[src/rtl/clct_pkg.sv]
// Shared types and constants for the C literal and comment tokenizer.
`default_nettype none

package clct_pkg;

   localparam int LINE_BITS   = 20;
   localparam int COLUMN_BITS = 16;
   localparam int LENGTH_BITS = 16;

   localparam logic [LINE_BITS-1:0]   LINE_MAX   = '1;
   localparam logic [COLUMN_BITS-1:0] COLUMN_MAX = '1;
   localparam logic [LENGTH_BITS-1:0] LENGTH_MAX = '1;

   // Source characters the scanner reacts to.
   localparam logic [7:0] CH_NEWLINE = 8'h0A;
   localparam logic [7:0] CH_TAB     = 8'h09;
   localparam logic [7:0] CH_SPACE   = 8'h20;
   localparam logic [7:0] CH_DQUOTE  = 8'h22;
   localparam logic [7:0] CH_SQUOTE  = 8'h27;
   localparam logic [7:0] CH_STAR    = 8'h2A;
   localparam logic [7:0] CH_SLASH   = 8'h2F;
   localparam logic [7:0] CH_ZERO    = 8'h30;
   localparam logic [7:0] CH_SEVEN   = 8'h37;
   localparam logic [7:0] CH_NINE    = 8'h39;
   localparam logic [7:0] CH_UP_A    = 8'h41;
   localparam logic [7:0] CH_UP_F    = 8'h46;
   localparam logic [7:0] CH_UP_X    = 8'h58;
   localparam logic [7:0] CH_BSLASH  = 8'h5C;
   localparam logic [7:0] CH_LO_A    = 8'h61;
   localparam logic [7:0] CH_LO_F    = 8'h66;
   localparam logic [7:0] CH_LO_X    = 8'h78;

   typedef enum logic [2:0] {
      KIND_COMMENT = 3'd0,
      KIND_STRING  = 3'd1,
      KIND_CHAR    = 3'd2,
      KIND_MULTI   = 3'd3,
      KIND_NUMBER  = 3'd4,
      KIND_UNKNOWN = 3'd5
   } lex_kind_type;

   typedef struct packed {
      logic [7:0] char_byte;
      logic       end_of_text;
   } req_payload_type;

   typedef struct packed {
      lex_kind_type             lex_kind;
      logic [LINE_BITS-1:0]     start_line;
      logic [COLUMN_BITS-1:0]   start_column;
      logic [LENGTH_BITS-1:0]   token_length;
   } rsp_payload_type;

endpackage

`default_nettype wire

[src/rtl/c_literal_comment_tokenizer.sv]
// Streaming tokenizer for C comments, string/char literals and numbers.
//
//   channel | dir | handshake             | payload
//   --------+-----+-----------------------+-------------------------------------
//   req     | in  | req_valid / req_ready | char_byte, end_of_text
//   rsp     | out | rsp_valid / rsp_ready | lex_kind, start_line/column, length
//
// One byte per cycle: every accepted byte updates the scan state and the
// line/column counters in the same cycle, and a finished token is loaded into
// the rsp output register. A token can only be loaded when that register is
// empty or being drained, so req_ready = !rsp_valid | rsp_ready.
// Reset (synchronous, active high) returns to idle at line 1, column 1.
// The last byte of a text (end_of_text) flushes any open token but a lone
// slash and resets the position counters, so the next byte starts a new text.
`default_nettype none

module c_literal_comment_tokenizer (
   input  wire logic                      clock,
   input  wire logic                      reset,
   input  wire logic                      req_valid,
   output logic                           req_ready,
   input  wire clct_pkg::req_payload_type req_payload,
   output logic                           rsp_valid,
   input  wire logic                      rsp_ready,
   output clct_pkg::rsp_payload_type      rsp_payload
);

   typedef enum logic [3:0] {
      S_IDLE, S_SLASH, S_LINE, S_BLOCK, S_BLOCK_STAR, S_STR, S_STR_ESC,
      S_CHR, S_CHR_ESC, S_ZERO, S_HEX, S_OCT, S_DEC, S_UNK
   } mode_type;

   mode_type                               mode_ff, mode_in, step_mode, begin_mode;
   logic [clct_pkg::LINE_BITS-1:0]         line_ff, line_in;
   logic [clct_pkg::COLUMN_BITS-1:0]       col_ff, col_in;
   logic [clct_pkg::LINE_BITS-1:0]         start_line_ff, start_line_in, step_start_line;
   logic [clct_pkg::COLUMN_BITS-1:0]       start_col_ff, start_col_in, step_start_col;
   logic [clct_pkg::LENGTH_BITS-1:0]       len_ff, len_in, step_len, len_grown;
   logic [1:0]                             lit_ff, lit_in, step_lit, lit_inc;
   logic                                   esc_ff, esc_in, step_esc;

   logic                                   rsp_valid_ff;
   clct_pkg::rsp_payload_type              rsp_payload_ff;
   logic                                   rsp_load;
   clct_pkg::rsp_payload_type              rsp_load_data;

   logic                                   accept;
   logic                                   emit;
   clct_pkg::lex_kind_type                 kind;
   clct_pkg::lex_kind_type                 char_kind;
   logic [7:0]                             b;
   logic                                   last;
   logic                                   is_blank, is_dec, is_oct, is_hex;

   assign b    = req_payload.char_byte;
   assign last = req_payload.end_of_text;

   assign is_blank = (b == clct_pkg::CH_SPACE) || (b == clct_pkg::CH_TAB);
   assign is_dec   = (b >= clct_pkg::CH_ZERO) && (b <= clct_pkg::CH_NINE);
   assign is_oct   = (b >= clct_pkg::CH_ZERO) && (b <= clct_pkg::CH_SEVEN);
   assign is_hex   = is_dec
                     || ((b >= clct_pkg::CH_LO_A) && (b <= clct_pkg::CH_LO_F))
                     || ((b >= clct_pkg::CH_UP_A) && (b <= clct_pkg::CH_UP_F));

   assign len_grown = (len_ff == clct_pkg::LENGTH_MAX) ? len_ff : len_ff + 1'b1;
   assign lit_inc   = (lit_ff == 2'd2) ? lit_ff : lit_ff + 1'b1;

   assign req_ready = !rsp_valid_ff || rsp_ready;
   assign accept    = req_valid && req_ready;

   // Token kind a byte opens when the scanner is idle or after a lone slash.
   always_comb begin
      if (b == clct_pkg::CH_SLASH) begin
         begin_mode = S_SLASH;
      end else if (b == clct_pkg::CH_DQUOTE) begin
         begin_mode = S_STR;
      end else if (b == clct_pkg::CH_SQUOTE) begin
         begin_mode = S_CHR;
      end else if (b == clct_pkg::CH_ZERO) begin
         begin_mode = S_ZERO;
      end else if (is_dec) begin
         begin_mode = S_DEC;
      end else begin
         begin_mode = S_IDLE;
      end
   end

   // Per-byte scan step.
   always_comb begin
      logic do_begin;
      do_begin        = 1'b0;
      step_mode       = mode_ff;
      step_start_line = start_line_ff;
      step_start_col  = start_col_ff;
      step_len        = len_ff;
      step_lit        = lit_ff;
      step_esc        = esc_ff;
      emit            = 1'b0;
      kind            = clct_pkg::KIND_COMMENT;

      case (mode_ff)
         S_IDLE: begin
            do_begin = 1'b1;
         end
         S_SLASH: begin
            if (b == clct_pkg::CH_SLASH) begin
               step_mode = S_LINE;
               step_len  = len_grown;
            end else if (b == clct_pkg::CH_STAR) begin
               step_mode = S_BLOCK;
               step_len  = len_grown;
            end else begin
               step_mode = S_IDLE;
               do_begin  = 1'b1;
            end
         end
         S_LINE: begin
            if (b == clct_pkg::CH_NEWLINE) begin
               emit = 1'b1;
               kind = clct_pkg::KIND_COMMENT;
            end else begin
               step_len = len_grown;
            end
         end
         S_BLOCK: begin
            step_len = len_grown;
            if (b == clct_pkg::CH_STAR) step_mode = S_BLOCK_STAR;
         end
         S_BLOCK_STAR: begin
            step_len = len_grown;
            if (b == clct_pkg::CH_SLASH) begin
               emit = 1'b1;
               kind = clct_pkg::KIND_COMMENT;
            end else if (b != clct_pkg::CH_STAR) begin
               step_mode = S_BLOCK;
            end
         end
         S_STR: begin
            step_len = len_grown;
            if (b == clct_pkg::CH_BSLASH) begin
               step_mode = S_STR_ESC;
            end else if (b == clct_pkg::CH_DQUOTE) begin
               emit = 1'b1;
               kind = clct_pkg::KIND_STRING;
            end
         end
         S_STR_ESC: begin
            step_len  = len_grown;
            step_mode = S_STR;
         end
         S_CHR: begin
            step_len = len_grown;
            if (b == clct_pkg::CH_BSLASH) begin
               step_lit  = lit_inc;
               step_esc  = 1'b1;
               step_mode = S_CHR_ESC;
            end else if (b == clct_pkg::CH_SQUOTE) begin
               // closing quote leaves the char counts as they were
               emit = 1'b1;
               kind = (lit_ff <= 2'd1 || esc_ff) ? clct_pkg::KIND_CHAR
                                                 : clct_pkg::KIND_MULTI;
            end else begin
               step_lit = lit_inc;
            end
         end
         S_CHR_ESC: begin
            step_len  = len_grown;
            step_mode = S_CHR;
         end
         S_ZERO: begin
            if ((b == clct_pkg::CH_LO_X) || (b == clct_pkg::CH_UP_X)) begin
               step_mode = S_HEX;
               step_len  = len_grown;
            end else if (is_oct) begin
               step_mode = S_OCT;
               step_len  = len_grown;
            end else if (is_blank) begin
               emit = 1'b1;
               kind = clct_pkg::KIND_NUMBER;
            end else begin
               step_mode = S_UNK;
               step_len  = len_grown;
            end
         end
         S_HEX, S_OCT, S_DEC: begin
            if ((mode_ff == S_HEX && is_hex) || (mode_ff == S_OCT && is_oct)
                || (mode_ff == S_DEC && is_dec)) begin
               step_len = len_grown;
            end else if (is_blank) begin
               emit = 1'b1;
               kind = clct_pkg::KIND_NUMBER;
            end else begin
               step_mode = S_UNK;
               step_len  = len_grown;
            end
         end
         S_UNK: begin
            if (is_blank) begin
               emit = 1'b1;
               kind = clct_pkg::KIND_UNKNOWN;
            end else begin
               step_len = len_grown;
            end
         end
         default: begin
            step_mode = S_IDLE;
         end
      endcase

      // Opening byte of a new token (from idle or after a lone slash).
      if (do_begin && begin_mode != S_IDLE) begin
         step_mode       = begin_mode;
         step_start_line = line_ff;
         step_start_col  = col_ff;
         step_len        = {{(clct_pkg::LENGTH_BITS-1){1'b0}}, 1'b1};
         step_lit        = 2'd0;
         step_esc        = 1'b0;
      end

      if (emit) step_mode = S_IDLE;
   end

   // Char literal kind uses the counts after this byte.
   assign char_kind = (step_lit <= 2'd1 || step_esc) ? clct_pkg::KIND_CHAR
                                                     : clct_pkg::KIND_MULTI;

   // End-of-text flush and position update.
   always_comb begin
      logic                   flush;
      clct_pkg::lex_kind_type flush_kind;
      flush      = 1'b0;
      flush_kind = clct_pkg::KIND_COMMENT;

      if (b == clct_pkg::CH_NEWLINE) begin
         line_in = (line_ff == clct_pkg::LINE_MAX) ? line_ff : line_ff + 1'b1;
         col_in  = {{(clct_pkg::COLUMN_BITS-1){1'b0}}, 1'b1};
      end else begin
         line_in = line_ff;
         col_in  = (col_ff == clct_pkg::COLUMN_MAX) ? col_ff : col_ff + 1'b1;
      end

      mode_in       = step_mode;
      start_line_in = step_start_line;
      start_col_in  = step_start_col;
      len_in        = step_len;
      lit_in        = step_lit;
      esc_in        = step_esc;

      if (last) begin
         if (!emit) begin
            case (step_mode)
               S_LINE, S_BLOCK, S_BLOCK_STAR: begin
                  flush      = 1'b1;
                  flush_kind = clct_pkg::KIND_COMMENT;
               end
               S_STR, S_STR_ESC: begin
                  flush      = 1'b1;
                  flush_kind = clct_pkg::KIND_STRING;
               end
               S_CHR, S_CHR_ESC: begin
                  flush      = 1'b1;
                  flush_kind = char_kind;
               end
               S_ZERO, S_HEX, S_OCT, S_DEC, S_UNK: begin
                  flush      = 1'b1;
                  flush_kind = clct_pkg::KIND_UNKNOWN;
               end
               default: begin
                  flush = 1'b0;
               end
            endcase
         end
         mode_in       = S_IDLE;
         line_in       = {{(clct_pkg::LINE_BITS-1){1'b0}}, 1'b1};
         col_in        = {{(clct_pkg::COLUMN_BITS-1){1'b0}}, 1'b1};
         start_line_in = '0;
         start_col_in  = '0;
         len_in        = '0;
         lit_in        = 2'd0;
         esc_in        = 1'b0;
      end

      // Result fields come from the step values, before the end-of-text clear.
      rsp_load      = emit || flush;
      rsp_load_data = '{lex_kind:     emit ? kind : flush_kind,
                        start_line:   step_start_line,
                        start_column: step_start_col,
                        token_length: step_len};
   end

   // Scan state and counters.
   always_ff @(posedge clock) begin
      if (reset) begin
         mode_ff       <= S_IDLE;
         line_ff       <= {{(clct_pkg::LINE_BITS-1){1'b0}}, 1'b1};
         col_ff        <= {{(clct_pkg::COLUMN_BITS-1){1'b0}}, 1'b1};
         start_line_ff <= '0;
         start_col_ff  <= '0;
         len_ff        <= '0;
         lit_ff        <= 2'd0;
         esc_ff        <= 1'b0;
      end else if (accept) begin
         mode_ff       <= mode_in;
         line_ff       <= line_in;
         col_ff        <= col_in;
         start_line_ff <= start_line_in;
         start_col_ff  <= start_col_in;
         len_ff        <= len_in;
         lit_ff        <= lit_in;
         esc_ff        <= esc_in;
      end
   end

   // Output register: holds one token until its transfer.
   always_ff @(posedge clock) begin
      if (reset) begin
         rsp_valid_ff <= 1'b0;
      end else if (accept && rsp_load) begin
         rsp_valid_ff <= 1'b1;
      end else if (rsp_ready) begin
         rsp_valid_ff <= 1'b0;
      end
   end

   always_ff @(posedge clock) begin
      if (accept && rsp_load) begin
         rsp_payload_ff <= rsp_load_data;
      end
   end

   assign rsp_valid   = rsp_valid_ff;
   assign rsp_payload = rsp_payload_ff;

   // A byte flagged as last always leaves the scanner fresh.
   a_eot_resets: assert property (@(posedge clock) disable iff (reset)
      accept && last |=> mode_ff == S_IDLE && line_ff == 1 && col_ff == 1
                          && len_ff == 0)
      else $error("end of text did not reset scan state");

   // Every delivered token has at least one byte and a real position.
   a_token_sane: assert property (@(posedge clock) disable iff (reset)
      rsp_valid_ff |-> rsp_payload_ff.token_length != 0
                       && rsp_payload_ff.start_line != 0
                       && rsp_payload_ff.start_column != 0)
      else $error("token with zero length or position");

   // A pending token is never overwritten by a new one.
   a_no_overwrite: assert property (@(posedge clock) disable iff (reset)
      rsp_valid_ff && !rsp_ready |-> !accept)
      else $error("byte accepted while output register is full");

   // Token length stays one while a lone slash waits for its second byte.
   a_slash_len: assert property (@(posedge clock) disable iff (reset)
      mode_ff == S_SLASH |-> len_ff == 1)
      else $error("slash pending with wrong length");

endmodule

`default_nettype wire

[config.mk]
export PLATFORM = sky130hd
export DESIGN_NAME = c_literal_comment_tokenizer
export DESIGN_NICKNAME = d
export VERILOG_FILES = /design/src/rtl/clct_pkg.sv /design/src/rtl/c_literal_comment_tokenizer.sv
export SDC_FILE = /design/constraint.sdc
export NUM_CORES = 1
export LEC_CHECK = 0
export ABC_CLOCK_PERIOD_IN_PS = 9800
export BUFFER_PORTS_ARGS = -buffer_cell sky130_fd_sc_hd__buf_2
export CAP_MARGIN = 20
export CORE_MARGIN = 1.5
export CORE_UTILIZATION = 40
export CTS_CLUSTER_DIAMETER = 120
export DETAILED_ROUTE_END_ITERATION = 8
export GPL_TIMING_DRIVEN = 0
export HOLD_SLACK_MARGIN = 0.1
export MAX_ROUTING_LAYER = met4
export PLACE_DENSITY_LB_ADDON = 0.15
export SKIP_LAST_GASP = 1
export SYNTH_ARGS = -nofsm -noshare
export SYNTH_HDL_FRONTEND = slang
export SYNTH_SLANG_ARGS = --single-unit
[constraint.sdc]
create_clock -name clock -period 9.8 [get_ports clock]
set_clock_uncertainty 0.05 [all_clocks]
set_input_delay 0.98 -clock clock [delete_from_list [all_inputs] [get_ports clock]]
set_output_delay 0.98 -clock clock [all_outputs]
set_load 0.005 [all_outputs]
# Yosys cells after proc, flatten, opt, wreduce, memory -nomap -nowiden
# Index checks and enable logic that the tools add are counted.
# classes
n_addsub	4
mul	0
n_div	0
magnitude_cmp	9
eq_ne	43
n_shift	0
n_mux	85
n_bitwise	0
n_reduce_logical	34
# ops
cell	n
16-bit two-way mux	15
20-bit two-way mux	5
16-bit one-hot mux with 6 select lines	1
4-bit two-way mux	17
4-bit == test, second input constant	12
8-bit by 6-bit == test with 1-bit output, second input constant	6
4-bit one-hot mux with 10 select lines	1
16-bit by 1-bit adder with 16-bit output, second input constant	2
16-bit == test, second input constant	2
4-bit by 3-bit == test with 1-bit output, second input constant	8
1-bit two-way mux	25
8-bit by 7-bit == test with 1-bit output, second input constant	3
3-bit two-way mux	7
20-bit by 1-bit adder with 20-bit output, second input constant	1
20-bit == test, second input constant	1
2-bit two-way mux	10
4-bit by 2-bit == test with 1-bit output, second input constant	4
8-bit by 4-bit == test with 1-bit output, second input constant	2
8-bit by 7-bit >= comparator with 1-bit output, second input constant	2
8-bit by 6-bit <= comparator with 1-bit output, second input constant	2
8-bit by 7-bit <= comparator with 1-bit output, second input constant	2
3-bit one-hot mux with 5 select lines	1
12-bit OR reduction	1
1-bit logical AND	10
other kinds (22)	35
# word_totals
reg_bits	151
latchBits	0
mem_bits_rw	0
romBits	0
input_bits	13
out_inout_bits	57
wordCells	188
mem_count	0

# Logic depth before layout (Yosys ltp)
# depth
depth_word	19
depth_mapped	11
mapped_depth_nobuf	9

# Worst setup path before layout
# Ideal clock, no wire load.
# synth_path
path_kind	input port to flip-flop
start	input req_payload[1] (netlist name)
end	register rsp_payload_ff, in the netlist rsp_payload[0], enable pin
setup_time_ns	0.487
t_arrival_ns	5.363
required_time_ns	9.263
path_slack_ns	3.899
cell_stages	9
path_buffers	1
cell_sequence	or4b_1 or2_1 buf_2 xnor2_2 o311ai_1 a2111o_1 or3b_1 a31oi_1 o22ai_1
# synth_via
elab_chain_len	18
# synth_lines
item	line_no	text
start, declared	c_literal_comment_tokenizer.sv:22	input wire clct_pkg::req_payload_type req_payload,
8-bit by 6-bit >= comparator with 1-bit output, or another cell as far along	c_literal_comment_tokenizer.sv:59, c_literal_comment_tokenizer.sv:60	
1-bit logical AND (on tied branches)	c_literal_comment_tokenizer.sv:59, c_literal_comment_tokenizer.sv:62	
4-bit two-way mux or 1-bit logical OR (tied branches)	c_literal_comment_tokenizer.sv:81, c_literal_comment_tokenizer.sv:62	
4-bit two-way mux or 1-bit logical OR (tied branches)	c_literal_comment_tokenizer.sv:79, c_literal_comment_tokenizer.sv:63	
4-bit two-way mux or 1-bit logical AND (tied branches)	c_literal_comment_tokenizer.sv:77, c_literal_comment_tokenizer.sv:186	
4-bit two-way mux or 1-bit logical OR (tied branches)	c_literal_comment_tokenizer.sv:75, c_literal_comment_tokenizer.sv:186	
4-bit two-way mux or 1-bit logical OR (tied branches)	c_literal_comment_tokenizer.sv:73, c_literal_comment_tokenizer.sv:187	
4-bit nonzero test or 4-bit two-way mux (tied branches)	c_literal_comment_tokenizer.sv:211, c_literal_comment_tokenizer.sv:186	
[... 2 more ...]	n/a	
4-bit two-way mux	c_literal_comment_tokenizer.sv:220	if (emit) step_mode = S_IDLE;
4-bit == test, or another cell as far along	c_literal_comment_tokenizer.sv:251	case (step_mode)
12-bit OR reduction (no line)	n/a	
1-bit two-way mux	c_literal_comment_tokenizer.sv:251	
1-bit two-way mux	c_literal_comment_tokenizer.sv:250	if (!emit) begin
1-bit two-way mux	c_literal_comment_tokenizer.sv:249	if (last) begin
1-bit logical OR *	c_literal_comment_tokenizer.sv:284	rsp_load = emit || flush;
1-bit logical AND *	c_literal_comment_tokenizer.sv:326	if (accept && rsp_load) begin
end signal, assigned	c_literal_comment_tokenizer.sv:327	rsp_payload_ff <= rsp_load_data;
end, declared	c_literal_comment_tokenizer.sv:43	clct_pkg::rsp_payload_type rsp_payload_ff;
# Every way passes the cells marked *; elsewhere a longest branch is shown, timed or not.
# A chain may end at the register's enable or synchronous reset.

# Worst setup path after layout
# layout_path
start	input req_payload[1] (netlist name)
end	register rsp_payload_ff, in the netlist rsp_payload[16], enable pin
# Same word-level chain as after synthesis.

==> results.md <==
- Cell area after synthesis: 0.00752 mm^2
- Count of cells resized by post-cts repair: 0
- Register-to-register setup slack: 6.08 ns
- Total count of hold-check failures in the final report: 0
- Clk buf depth: 2
- Post-route non-filler standard cell count: 1122
- Number of cells on the critical path: 11
- Width of the die: 140 um
- RSZ-0062 raised after global routing: no
- Ordered list of cells on the worst path: buf_2, or4b_1, or2_1, buf_2, xnor2_2, o311ai_1, a2111o_1, or3b_1, a31oi_1, o22ai_4, buf_12
- Detailed Route WL: 19100 um
- Setup slack at placement: 5.40 ns
- Startpoint of the worst setup timing path: req_payload[1]
- Most common flop cell mapped by yosys: sky130_fd_sc_hd__dfxtp_1
- Wire length of the first global-routing pass: 31600 um
- Iter 0 DRT Violations: 374
- Post-route clock period utilization: 40.5%
- Number of antenna violations at the first check in global routing: 1
- NetSw: 0.000314 W
- Worst reg2reg path startpoint: mode_ff[1]
- Effective utilization at floorplan: 41.3%
- Outcome: completed
- Crit path buf inv count: 3
- Synth async-reset ratio: 0%
- Fmax: 252 MHz
- Largest net degree at the start of global routing: 28
- Total routing resource utilization after global routing: 20.9%
- Average size of a mapped cell: 9.54 um^2
- Rows: 49
- Clock share of power: 46.3%
- Global-route congestion overflow total: 0
- Clock tree from TritonCTS: yes
- Data arrival time of the critical path: 4.10 ns
- Relative slew margins: 30.7%
- Cell at the slowest stage of the critical path: sky130_fd_sc_hd__or4b_1
- Number of unique standard cell types used by synthesis: 80
- Fill cell count: 1753
- Time the final worst path needs with I/O delays and setup: 3.97 ns
- Most common cell type on the critical path: sky130_fd_sc_hd__buf_2
- Endpoint of the worst setup timing path: rsp_payload[16]
- Average detailed-routed wire length per instance: 17.0 um
- Final weighted congestion in routability-driven placement: 0.962
- Height of the die: 140 um
- Final sum of negative setup slack: 0 ns
- Hold Crit Class: register to register
- Remaining routing DRC violations: 0
- Via count of the routed design: 6285
- I/O pins: 70
- Flip-flop and latch count after synthesis: 151
- Count of input and output buffers: 69
- EDFF count, synth: 55
- Peak fanout along the critical path: 27
- Portion of total power attributed to combinational logic: 5.3%
- Area enclosed by the die boundary: 0.0196 mm^2
- End of the worst register-to-register path: rsp_payload[16]
- Hold Buf Count CTS: 0
- Fraction of power consumed by sequential logic: 48.4%
- Count of H-tree levels built during CTS: 4
- Synthesis warning total: 0
- Total number of nets in the final design: 897
- Category of the critical setup timing path: input port to register
- Remaining antenna violation count: 0
- Power density normalized to cell area: 154 mW/mm^2
- Switching part of the total: 23.2%
- Worst endpoint required time: 9.93 ns
- Ratio of cells with drive above 1 in the final layout: 15.6%
- Source-to-sink clock delay at the later pin of the worst-skew pair: 0.43 ns
- Number of cells produced by synthesis: 789
- Startpoint type of the worst setup path: input port
- Delay contributed by the slowest stage of the critical path: 0.60 ns
- Max IR drop VDD: 0.000130 V
- Count of TritonRoute iterations in the first routing pass: 5
- Max-cap check violation count: 0
- Clock net sink count: 151
- Worst setup margin: 5.83 ns
- Number of cells after detailed placement: 1089
- Cell Int Power: 0.00104 W
- Vias per inst: 5.60
- Final setup violating endpoints: 0
- Floorplan Core Area: 0.0182 mm^2
- Worst Hold Slack: 0.442 ns
- Area Growth Syn to Fin: 16.8%
- Number of cells on the worst reg-to-reg path: 10
- Root Driver: sky130_fd_sc_hd__clkbuf_16
- Final-report max-slew violation count: 0
- Vias in the first global route: 5962
- Estimated wirelength of the detail-placed design: 13700 um
- Clock slew at reported path FFs: 0.06 ns
- Total Power Consumption: 0.00135 W
- Family with the most delay on the worst path: simple AND/OR/NAND/NOR gates
- Synthesized Nets: 807
- Leak Pwr: 3.04 nW
- Buffers inserted by post-CTS timing repair: 0
- Measured slew at the worst slew-check pin: 1.03 ns
- Worst Setup End Kind: register
- Number of buffers created by CTS: 17
- Share of synthesized area occupied by flip-flops and latches: 47.5%
-- synth_stat cells (4+ instances only) --
cell type | number | share of area, %
sky130_fd_sc_hd__a22oi_1 | 43 | 4.3
sky130_fd_sc_hd__dfxtp_1 | 96 | 26
sky130_fd_sc_hd__mux2_2 | 11 | 1.6
sky130_fd_sc_hd__edfxtp_1 | 55 | 22
sky130_fd_sc_hd__o21ai_0 | 20 | 1.3
sky130_fd_sc_hd__buf_1 | 5 | 0.25
sky130_fd_sc_hd__or3_1 | 10 | 0.83
sky130_fd_sc_hd__nand4_1 | 15 | 1.2
sky130_fd_sc_hd__or4_1 | 4 | 0.40
sky130_fd_sc_hd__a31oi_1 | 16 | 1.3
sky130_fd_sc_hd__xor2_1 | 17 | 2.0
sky130_fd_sc_hd__o21bai_1 | 4 | 0.40
sky130_fd_sc_hd__xnor2_1 | 19 | 2.2
sky130_fd_sc_hd__a21oi_1 | 27 | 1.8
sky130_fd_sc_hd__mux2_1 | 24 | 3.6
sky130_fd_sc_hd__ha_1 | 5 | 0.83
sky130_fd_sc_hd__nor2b_1 | 5 | 0.42
sky130_fd_sc_hd__and3_1 | 5 | 0.42
sky130_fd_sc_hd__clkbuf_1 | 35 | 1.7
sky130_fd_sc_hd__nor2_1 | 115 | 5.7
sky130_fd_sc_hd__nor3_1 | 23 | 1.5
sky130_fd_sc_hd__nand3_1 | 28 | 1.9
sky130_fd_sc_hd__buf_2 | 7 | 0.47
sky130_fd_sc_hd__nand2b_1 | 13 | 1.1
sky130_fd_sc_hd__a21o_1 | 5 | 0.50
sky130_fd_sc_hd__nand2_1 | 46 | 2.3
sky130_fd_sc_hd__nor4_1 | 8 | 0.67
sky130_fd_sc_hd__and4_1 | 4 | 0.47
sky130_fd_sc_hd__and2_1 | 7 | 0.58
sky130_fd_sc_hd__nand3b_1 | 5 | 0.50
sky130_fd_sc_hd__o211ai_1 | 6 | 0.60
sky130_fd_sc_hd__nor3b_1 | 4 | 0.40
sky130_fd_sc_hd__inv_1 | 14 | 0.70
sky130_fd_sc_hd__o31ai_1 | 4 | 0.40
sky130_fd_sc_hd__a211oi_1 | 4 | 0.40
sky130_fd_sc_hd__o22ai_1 | 4 | 0.33
sky130_fd_sc_hd__o21ai_1 | 6 | 0.40
-- registers in the layout (all words and copies together) (netlist names), 2 cells and up --
register / count
col_ff: 16
start_line_ff: 20
line_ff: 20
rsp_payload: 55
len_ff: 16
lit_ff: 2
start_col_ff: 16
mode_ff: 4
-- stage by stage --
| stage | area [um^2] | utilization, % |
|---|---|---|
| floorplan | 7520 | - |
| global placement | 8160 | 44.8 |
| detailed placement | 8220 | 45.1 |
| CTS | 8790 | 48.3 |
| global route | 8790 | 48.3 |
| finish | 8790 | 48.3 |
-- how the worst min path moves through the flow --
stage	startpoint	endpoint	slack, ns	cells after the start
floorplan	line_ff[1]	line_ff[1]	0.41	2
global placement	line_ff[18]	line_ff[18]	0.42	2
detailed placement	line_ff[18]	line_ff[18]	0.43	2
CTS	line_ff[18]	line_ff[18]	0.44	2
global route	start_line_ff[19]	start_line_ff[19]	0.47	2
finish	line_ff[18]	line_ff[18]	0.44	2
-- layer usage --
layer / up-vias / global-route usage (%) / routed length (um)
li1: 3136 / - / -
met1: 2956 / 27.5 / 9170
met2: 159 / 31.7 / 8720
met3: 34 / 4.14 / 761
met4: 0 / 7.98 / 459
met5: - / - / 0
-- layout by cell type (no fill, tap or decap), types with 6 or more instances in the layout --
master and instances:
sky130_fd_sc_hd__o211ai_1 6, sky130_fd_sc_hd__a31oi_1 16, sky130_fd_sc_hd__mux2_1 24, sky130_fd_sc_hd__nor2_1 115, sky130_fd_sc_hd__buf_2 76, sky130_fd_sc_hd__dfxtp_1 96
sky130_fd_sc_hd__edfxtp_1 55, sky130_fd_sc_hd__xnor2_1 19, sky130_fd_sc_hd__clkbuf_16 19, sky130_fd_sc_hd__nor3_1 23, sky130_fd_sc_hd__inv_1 14, sky130_fd_sc_hd__nand2b_1 13
sky130_fd_sc_hd__a22oi_1 43, sky130_fd_sc_hd__o21ai_0 20, sky130_fd_sc_hd__nand2_1 46, sky130_fd_sc_hd__xor2_1 17, sky130_fd_sc_hd__nand3_1 28, sky130_fd_sc_hd__a21oi_1 27
sky130_fd_sc_hd__mux2_2 11, sky130_fd_sc_hd__and2_1 7, sky130_fd_sc_hd__nand4_1 15, sky130_fd_sc_hd__nor4_1 8, sky130_fd_sc_hd__o21ai_1 6, sky130_fd_sc_hd__clkbuf_1 36
sky130_fd_sc_hd__or3_1 10
-- power by group through the flow --
stage / clock network [W] / registers [W] / logic [W]
floorplan: 0 / 0.000668 / 0.0000451
global placement: 0 / 0.000669 / 0.0000710
detailed placement: 0 / 0.000668 / 0.0000724
CTS: 0.000641 / 0.000654 / 0.0000726
global route: 0.000667 / 0.000655 / 0.0000808
finish: 0.000627 / 0.000655 / 0.0000724
-- worst register-to-register path, delay by kind of cell (launching register included) --
family	cells	cell delay (ns)
and+or+nand+nor	4	1.35
buffers and inverters	2	0.64
AOI/OAI and AO/OA	4	1.04
DFF	1	0.37
-- area by class of cell --
type | count | area [um^2] | share of cell area [%]
Timing Repair Buffer | 71 | 393 | 4.47
Inverter | 14 | 52.6 | 0.598
Multi-Input combinational cell | 577 | 3730 | 42.4
Clock inverter | 10 | 65.1 | 0.740
Sequential cell | 151 | 3570 | 40.6
Clock buffer | 22 | 507 | 5.76
Antenna cell | 1 | 2.50 | 0.0285
Buffer | 47 | 185 | 2.11
Tap cell | 229 | 287 | 3.26
-- cells by family (layout without fill, tap and decap cells) --
logic type,Yosys count,in the layout,share of synthesized area [%]
compound gates,178,178,16.7
xor+xnor,37,37,4.41
fa+ha+maj,5,5,0.831
buf+inv,61,164,3.16
flops,151,151,47.5
mux,38,38,5.64
other cells,0,1,0
simple gates,319,319,21.8
No activity file was read; power rests on OpenSTA's default activity.
